### config.mk
export PLATFORM = sky130hd
export DESIGN_NAME = base32_byte_encoder
export DESIGN_NICKNAME = d
export VERILOG_FILES = /design/src/rtl/core/b32e_pkg.sv /design/src/rtl/core/base32_byte_encoder.sv /design/src/rtl/core/b32e_front.sv /design/src/rtl/core/b32e_queue.sv /design/src/rtl/core/b32e_back.sv
export SDC_FILE = /design/constraint.sdc
export NUM_CORES = 1
export LEC_CHECK = 0
export CAP_MARGIN = 0
export CORE_MARGIN = 5
export CORE_UTILIZATION = 45
export DETAILED_ROUTE_END_ITERATION = 16
export DONT_BUFFER_PORTS = 1
export HOLD_SLACK_MARGIN = 0.05
export SLEW_MARGIN = 5
export SYNTH_ARGS = -nofsm -noshare
export SYNTH_HDL_FRONTEND = slang
export SYNTH_SLANG_ARGS = --single-unit
### constraint.sdc
create_clock -name clk_i -period 4 [get_ports clk_i]
set_input_delay 0.4 -clock clk_i [delete_from_list [all_inputs] [get_ports clk_i]]
set_output_delay 0.4 -clock clk_i [all_outputs]
set_load 0.01 [all_outputs]
### src/rtl/core/b32e_pkg.sv
// ----------------------------------------------------------------------------
// b32e_pkg
// Shared types and the character table of the Base32 byte encoder.
// ----------------------------------------------------------------------------
package b32e_pkg;

  // One input beat: a message byte and its end-of-message flag.
  typedef struct packed {
    logic [7:0] data_byte;
    logic       end_of_message;
  } in_item_t;

  // One result beat: an encoded character and its flags.
  typedef struct packed {
    logic [7:0] symbol_char;
    logic       final_symbol;
    logic       message_done;
  } out_item_t;

  localparam int unsigned SymW     = 5;
  localparam int unsigned MaxSyms  = 3;
  localparam int unsigned GroupW   = SymW * MaxSyms;
  localparam int unsigned CountW   = 2;

  // Work handed from the front to the back: up to three 5-bit groups packed
  // from the top, with zero fill below the last valid bit.
  typedef struct packed {
    logic [GroupW-1:0] groups;
    logic [CountW-1:0] count;
    logic              eom;
  } job_t;

  // Alphabet A-N, P-Z, 3-9.
  function automatic logic [7:0] sym_to_char(input logic [SymW-1:0] sym);
    logic [7:0] c;
    if (sym < 5'd14) begin
      c = 8'h41 + {3'd0, sym};
    end else if (sym < 5'd25) begin
      c = 8'h42 + {3'd0, sym};
    end else begin
      c = 8'h33 + {3'd0, sym} - 8'd25;
    end
    return c;
  endfunction

endpackage

### src/rtl/core/base32_byte_encoder.sv
// ----------------------------------------------------------------------------
// base32_byte_encoder
// Streaming Base32 encoder, alphabet A-N, P-Z, 3-9, no padding characters.
// ----------------------------------------------------------------------------
// Each accepted byte yields one or two characters, plus a flush character
// when it ends a message with bits left over. A byte is taken on any cycle
// the job queue has room, and its job passes through the job queue and the
// output register before its first character shows on the result ports.
// Characters leave at one per cycle through a single output register while
// the receiver pops, so a long message drains more slowly than it is taken;
// the QueueDepth job queue absorbs the difference between the two sides.
module base32_byte_encoder #(
  parameter int unsigned QueueDepth = 2
) (
  input  logic                 clk_i,
  input  logic                 rst_ni,
  input  logic                 push,
  output logic                 full,
  input  b32e_pkg::in_item_t   in_data_i,
  output logic                 empty,
  input  logic                 pop,
  output b32e_pkg::out_item_t  out_data_o
);

  b32e_pkg::job_t new_job;
  b32e_pkg::job_t head_job;
  logic           accept;
  logic           queue_empty;
  logic           job_done;

  assign accept = push && !full;

  b32e_front u_front (
    .clk_i    (clk_i),
    .rst_ni   (rst_ni),
    .accept_i (accept),
    .item_i   (in_data_i),
    .job_o    (new_job)
  );

  b32e_queue #(
    .Depth (QueueDepth)
  ) u_queue (
    .clk_i    (clk_i),
    .rst_ni   (rst_ni),
    .wr_i     (accept),
    .wr_job_i (new_job),
    .full_o   (full),
    .rd_i     (job_done),
    .rd_job_o (head_job),
    .empty_o  (queue_empty)
  );

  b32e_back u_back (
    .clk_i       (clk_i),
    .rst_ni      (rst_ni),
    .job_valid_i (!queue_empty),
    .job_i       (head_job),
    .job_done_o  (job_done),
    .out_data_o  (out_data_o),
    .empty_o     (empty),
    .pop_i       (pop)
  );

endmodule

### src/rtl/core/b32e_front.sv
// ----------------------------------------------------------------------------
// b32e_front
// Joins each accepted byte with the leftover bits and packs it into a job.
// ----------------------------------------------------------------------------
module b32e_front (
  input  logic                clk_i,
  input  logic                rst_ni,
  input  logic                accept_i,
  input  b32e_pkg::in_item_t  item_i,
  output b32e_pkg::job_t      job_o
);

  logic [3:0]  pending_bits_q, pending_bits_d;
  logic [2:0]  pending_count_q, pending_count_d;
  logic [3:0]  total;
  logic [3:0]  shift;
  logic [14:0] packed_w;
  logic        two_syms;
  logic [3:0]  rem_full;
  logic [2:0]  rem;
  logic [3:0]  rem_mask;
  logic        flush;

  always_comb begin
    total    = {1'b0, pending_count_q} + 4'd8;
    shift    = 4'd15 - total;
    // Left-align the live bits so the groups fall on fixed 5-bit slots.
    packed_w = {3'd0, pending_bits_q, item_i.data_byte} << shift;
    two_syms = (total >= 4'd10);
    rem_full = two_syms ? (total - 4'd10) : (total - 4'd5);
    rem      = rem_full[2:0];
    rem_mask = 4'((5'd1 << rem) - 5'd1);
    flush    = item_i.end_of_message && (rem != 3'd0);

    job_o.groups = packed_w;
    job_o.count  = (two_syms ? 2'd2 : 2'd1) + {1'b0, flush};
    job_o.eom    = item_i.end_of_message;

    if (item_i.end_of_message) begin
      pending_bits_d  = 4'd0;
      pending_count_d = 3'd0;
    end else begin
      pending_bits_d  = item_i.data_byte[3:0] & rem_mask;
      pending_count_d = rem;
    end
  end

  always_ff @(posedge clk_i or negedge rst_ni) begin
    if (!rst_ni) begin
      pending_bits_q  <= 4'd0;
      pending_count_q <= 3'd0;
    end else if (accept_i) begin
      pending_bits_q  <= pending_bits_d;
      pending_count_q <= pending_count_d;
    end
  end

endmodule

### src/rtl/core/b32e_queue.sv
// ----------------------------------------------------------------------------
// b32e_queue
// Short job queue between the front and the back.
// ----------------------------------------------------------------------------
module b32e_queue #(
  parameter int unsigned Depth = 2
) (
  input  logic            clk_i,
  input  logic            rst_ni,
  input  logic            wr_i,
  input  b32e_pkg::job_t  wr_job_i,
  output logic            full_o,
  input  logic            rd_i,
  output b32e_pkg::job_t  rd_job_o,
  output logic            empty_o
);

  localparam int unsigned PtrW = (Depth > 1) ? $clog2(Depth) : 1;
  localparam int unsigned CntW = $clog2(Depth + 1);

  b32e_pkg::job_t  mem_q [Depth];
  logic [PtrW-1:0] wr_ptr_q, rd_ptr_q;
  logic [CntW-1:0] cnt_q;
  logic            do_wr, do_rd;

  assign full_o   = (cnt_q == CntW'(Depth));
  assign empty_o  = (cnt_q == '0);
  assign do_wr    = wr_i && !full_o;
  assign do_rd    = rd_i && !empty_o;
  assign rd_job_o = mem_q[rd_ptr_q];

  always_ff @(posedge clk_i) begin
    if (do_wr) begin
      mem_q[wr_ptr_q] <= wr_job_i;
    end
  end

  always_ff @(posedge clk_i or negedge rst_ni) begin
    if (!rst_ni) begin
      wr_ptr_q <= '0;
      rd_ptr_q <= '0;
      cnt_q    <= '0;
    end else begin
      if (do_wr) begin
        wr_ptr_q <= (wr_ptr_q == PtrW'(Depth - 1)) ? '0 : wr_ptr_q + PtrW'(1);
      end
      if (do_rd) begin
        rd_ptr_q <= (rd_ptr_q == PtrW'(Depth - 1)) ? '0 : rd_ptr_q + PtrW'(1);
      end
      if (do_wr && !do_rd) begin
        cnt_q <= cnt_q + CntW'(1);
      end else if (do_rd && !do_wr) begin
        cnt_q <= cnt_q - CntW'(1);
      end
    end
  end

endmodule

### src/rtl/core/b32e_back.sv
// ----------------------------------------------------------------------------
// b32e_back
// Steps through the groups of the head job and drives the output register.
// ----------------------------------------------------------------------------
module b32e_back (
  input  logic                 clk_i,
  input  logic                 rst_ni,
  input  logic                 job_valid_i,
  input  b32e_pkg::job_t       job_i,
  output logic                 job_done_o,
  output b32e_pkg::out_item_t  out_data_o,
  output logic                 empty_o,
  input  logic                 pop_i
);

  logic [1:0]          idx_q, idx_d;
  logic                out_valid_q, out_valid_d;
  b32e_pkg::out_item_t out_q, out_d;
  logic                load;
  logic                last;
  logic [4:0]          sym;

  always_comb begin
    load = job_valid_i && (!out_valid_q || pop_i);
    last = (idx_q == job_i.count - 2'd1);
    case (idx_q)
      2'd0:    sym = job_i.groups[14:10];
      2'd1:    sym = job_i.groups[9:5];
      2'd2:    sym = job_i.groups[4:0];
      default: sym = 5'd0;
    endcase

    out_d.symbol_char  = b32e_pkg::sym_to_char(sym);
    out_d.final_symbol = last;
    out_d.message_done = last && job_i.eom;

    idx_d       = idx_q;
    out_valid_d = out_valid_q;
    if (load) begin
      idx_d       = last ? 2'd0 : idx_q + 2'd1;
      out_valid_d = 1'b1;
    end else if (pop_i) begin
      out_valid_d = 1'b0;
    end
  end

  assign job_done_o = load && last;
  assign out_data_o = out_q;
  assign empty_o    = !out_valid_q;

  always_ff @(posedge clk_i) begin
    if (load) begin
      out_q <= out_d;
    end
  end

  always_ff @(posedge clk_i or negedge rst_ni) begin
    if (!rst_ni) begin
      idx_q       <= 2'd0;
      out_valid_q <= 1'b0;
    end else begin
      idx_q       <= idx_d;
      out_valid_q <= out_valid_d;
    end
  end

endmodule

==> run summary <==
STA classifies the critical path endpoint as a flip-flop. The routed design could run at a clock period as short as roughly 3.2 ns. Between clock sinks in the finished design, the worst skew comes to approximately 0.0063 ns.

The number of antenna violations at the first check in global routing is 0. Clock-pin slew was measured on the worst setup and hold paths at roughly 0.070 ns. For this run, the leading register cell type out of synthesis is edfxtp_1. In this run the critical register-to-register path is launched from u_back.idx_q[0]$_DFFE_PN0P_. In this run the cell area of the synthesized design comes to between 0.003 and 0.004 sq mm. The remaining max-slew budget at the tightest pin came out at 0.500.

The routed wire length came out at 6.62 mm. The startpoint kind of the worst setup timing path is a flip-flop. The total routing usage reported by global routing came out at 0.150.

The clock insertion delay at the later pin of the skew report came out at 0.33 ns. The number of antenna diodes in the final layout is 0. The number of global-route vias before repair came out at approximately 2.3k. The post-route clock period utilization is 0.798.

The signed area change from the synthesized netlist to the final layout is 10.2%. The path class of the tightest hold or removal check is in -> reg. The achievable clock frequency came out at approximately 0.31 GHz. The startpoint of the most critical hold path is in_data_i[0]. The wire length of the first global-routing pass is 11.4 mm. Max-cap violations in this run came to 0. The maximum number of pins on one net before global-route repair came out at 23.

In this run the core area contains 31 standard-cell rows. The share of synthesized area occupied by flip-flops and latches came out at 0.504. The non-filler instance count after layout came out at between 400 and 500. In this run the count of I/O pins placed on the die edge is 25. The number of library cell types mapped by synthesis is slightly above 50. The effective utilization at floorplan is 0.469. For this design, the sink count on the clock tree is 60. The share of the core filled with cells in the final layout is 0.516. The deepest clock path buffer count came out at 2.

The top fanout value on the critical path is 9. The number of buffers created by CTS is 9. The final-stage net count is around 350. Setup repair after global routing left no endpoint under its margin. For the pin with the worst max-slew slack, the measured transition is around 0.75 ns. Routability-driven placement finished with a final weighted congestion of 0.868. In this run the clock root is driven by a clkbuf_8. The critical path is of the reg -> reg type. The H-tree was split into 3 levels. Tracing the worst setup path back leads to its startpoint at u_back.idx_q[0]$_DFFE_PN0P_.

The CTS tree is yes. The core box area is 0.00733 sq mm. The met1 track demand over resource came out at 0.196.

The area enclosed by the die boundary is around 0.0095 sq mm. The total count of max-transition violations in the final report is 0. The number of enable-type register cells in the synthesized netlist is 46.

Summed over all layers, the global routing overflow is 0. The Yosys step of the flow raised 0 warnings. The post-placement cell count came out at roughly 400.

The count of buffers inserted at the top-level ports came out at 0. The total count of hold-check failures in the final report is 0. Traced cell by cell, the critical path runs through inv_1, ha_1, a222oi_1, mux2i_1, nand2_1, inv_1, ha_1, a41o_1, a31oi_4, xor2_2, a21oi_2, xnor2_1, o211ai_1.

After legalization and detailed placement, the total HPWL measured about 4.8 mm. The met2 track demand over resource is 0.234. Measured along the x axis, the die boundary spans between 90 and 100 um. The total DRC errors in the routed layout is 0. The flip-flop and latch count after synthesis is 60.

Summed over all failing endpoints, the final setup total negative slack is 0 ns. The flow ran to the end, and the final reports show no timing, DRC or antenna violations. The library cell contributing the largest single delay on the critical path is dfrtp_1.

For this run, the detailed router's first-pass iteration total came to 4. After global routing, the most crowded layer is met2. The layout cell share with drive strength beyond 1 is 0.127. The number of nets handed over by synthesis was between 300 and 400.

The worst path arrival time came out at between 3 and 4 ns. After the first detailed-routing iteration, the DRC count stood at around 170. Buffers added to address setup during post-CTS repair amount to 0. The async set-or-reset flop fraction in the synthesized netlist is 0.233. The setup violation total in the final timing report is 0. The global routing usage on met3 came out at 0.0402.

The data required time of the worst path is about 4 ns. The die is 97.4 um tall. The number of vias per cell after detailed routing came out at roughly 5.3. The via count came out at 2245. The mean area per synthesized cell is ~11 sq um.

The mean routed wirelength per cell came out at 15.7 um. Once detail routing completed, the nets flagged for antenna violations numbered 0. The number of instances in the synthesized netlist came out at 318.

The largest stage delay on the critical path came out at 0.41 ns. Across all hold checks on the routed design, the worst slack comes to approximately 0.16 ns.
==> through the flow <==
step                      area, sq um  worst slack, ns
after floorplan                  3430             1.13
after global placement           3500            0.963
after detailed placement         3500            0.825
after CTS                        3780            0.812
after global routing             3780            0.515
final                            3780            0.807
==> cells in the mapped netlist (2+ instances only) <==
| cell | number | area, sq um |
|---|---|---|
| mux2i_1 | 18 | 180 |
| and2_1 | 4 | 25.0 |
| buf_2 | 4 | 20.0 |
| a21oi_1 | 12 | 60.1 |
| mux2_2 | 6 | 67.6 |
| a31oi_1 | 2 | 12.5 |
| clkbuf_1 | 7 | 26.3 |
| xnor2_1 | 9 | 78.8 |
| nand3b_1 | 2 | 15.0 |
| o21ai_0 | 19 | 95.1 |
| buf_4 | 2 | 15.0 |
| a31oi_4 | 2 | 42.5 |
| nand2b_1 | 3 | 18.8 |
| nand3_1 | 9 | 45.0 |
| nor2b_1 | 2 | 12.5 |
| a222oi_1 | 4 | 40.0 |
| mux2_4 | 2 | 30.0 |
| a21o_1 | 4 | 30.0 |
| buf_6 | 2 | 22.5 |
| and3_1 | 2 | 12.5 |
| xor2_1 | 5 | 43.8 |
| nor3_1 | 2 | 10.0 |
| nand2_1 | 44 | 165 |
| a22oi_1 | 3 | 22.5 |
| o32ai_1 | 3 | 26.3 |
| dfrtp_1 | 14 | 350 |
| a21boi_2 | 2 | 22.5 |
| edfxtp_1 | 46 | 1380 |
| o31ai_1 | 3 | 22.5 |
| ha_1 | 17 | 213 |
| nor2_1 | 26 | 97.6 |
| nand2_2 | 3 | 18.8 |
| o211ai_1 | 2 | 15.0 |
| inv_1 | 16 | 60.1 |
==> worst paths after layout <==
kind,slack [ns],end,cells past startpoint
max reg2reg,0.81,u_back.out_data_o[6]$_DFFE_PP_,13
min,0.16,u_front.pending_bits_q[2]$_DFFE_PN0P_,1
max,0.81,u_back.out_data_o[6]$_DFFE_PP_,13
min in group asynchronous,0.55,u_front.pending_count_q[2]$_DFFE_PN0P_,1
min reg2reg,0.50,u_queue.cnt_q[1]$_DFFE_PN0P_,1
max in group asynchronous,3.01,u_front.pending_count_q[0]$_DFFE_PN0P_,1
==> cells in the final DEF (no fill, tap or decap), types with 6 or more instances in the layout <==
| cell | netlist | layout |
|---|---|---|
| nand3_1 | 9 | 9 |
| nand2_1 | 44 | 44 |
| mux2_2 | 6 | 6 |
| mux2i_1 | 18 | 18 |
| ha_1 | 17 | 17 |
| a21oi_1 | 12 | 12 |
| o21ai_0 | 19 | 19 |
| xnor2_1 | 9 | 9 |
| edfxtp_1 | 46 | 46 |
| clkbuf_8 | 0 | 13 |
| inv_1 | 16 | 16 |
| nor2_1 | 26 | 26 |
| dfrtp_1 | 14 | 14 |
==> timing repair <==
item	CTS	global route
hold buffers	1	0
gates resized for setup	0	0
hold endpoints to repair	14	0
endpoints found under the setup margin	0	0
==> sequential cells by signal, indices dropped and copies added (netlist names) <==
signal / cells
u_back.idx_q: 2
u_back.out_data_o: 10
u_back.out_valid_q: 1
u_front.pending_bits_q: 4
u_front.pending_count_q: 3
u_queue.cnt_q: 2
u_queue.mem_q: 36
u_queue.rd_ptr_q: 1
u_queue.wr_ptr_q: 1
==> cells by family (layout without fill, tap and decap cells) <==
group                      count (synthesis)  count (layout)  synth area share
buffers and inverters                     34              40            0.0455
DFF                                       60              60             0.504
xor gates and xnor gates                  15              15            0.0404
AOI/OAI and AO/OA                         66              66             0.139
other                                      1               1           0.00109
muxes                                     26              26            0.0809
and+or+nand+nor                           99              99             0.127
adders and majority gates                 17              17            0.0619
==> layer usage <==
| metal | part of all wire | up-vias |
|---|---|---|
| li1 | - | 1134 |
| met1 | 0.47 | 1049 |
| met2 | 0.47 | 52 |
| met3 | 0.042 | 10 |
| met4 | 0.015 | 0 |
| met5 | 0 | - |
==> critical path, delay by kind of cell, from the launching register on <==
family	cells	cell delay, ns
buffers and inverters	2	0.22
multiplexers	1	0.15
XOR/XNOR	2	0.30
AO/OA/AOI/OAI	5	1.01
AND/OR/NAND/NOR	1	0.21
adder cells (fa/ha/maj)	2	0.63
flip-flops	1	0.41
==> cell type report <==
class                           instances  area, sq um
Clock buffer                           13          179
Clock inverter                          3         90.1
Fill cell                             639         3550
Inverter                               19         72.6
Multi-Input combinational cell        224         1550
Sequential cell                        60         1730
Tap cell                               99          124
Timing Repair Buffer                    5         40.0
Power is left out: the tool's default activity adds up to more than one toggle a clock period on the data nets, which glitch-free logic cannot reach.
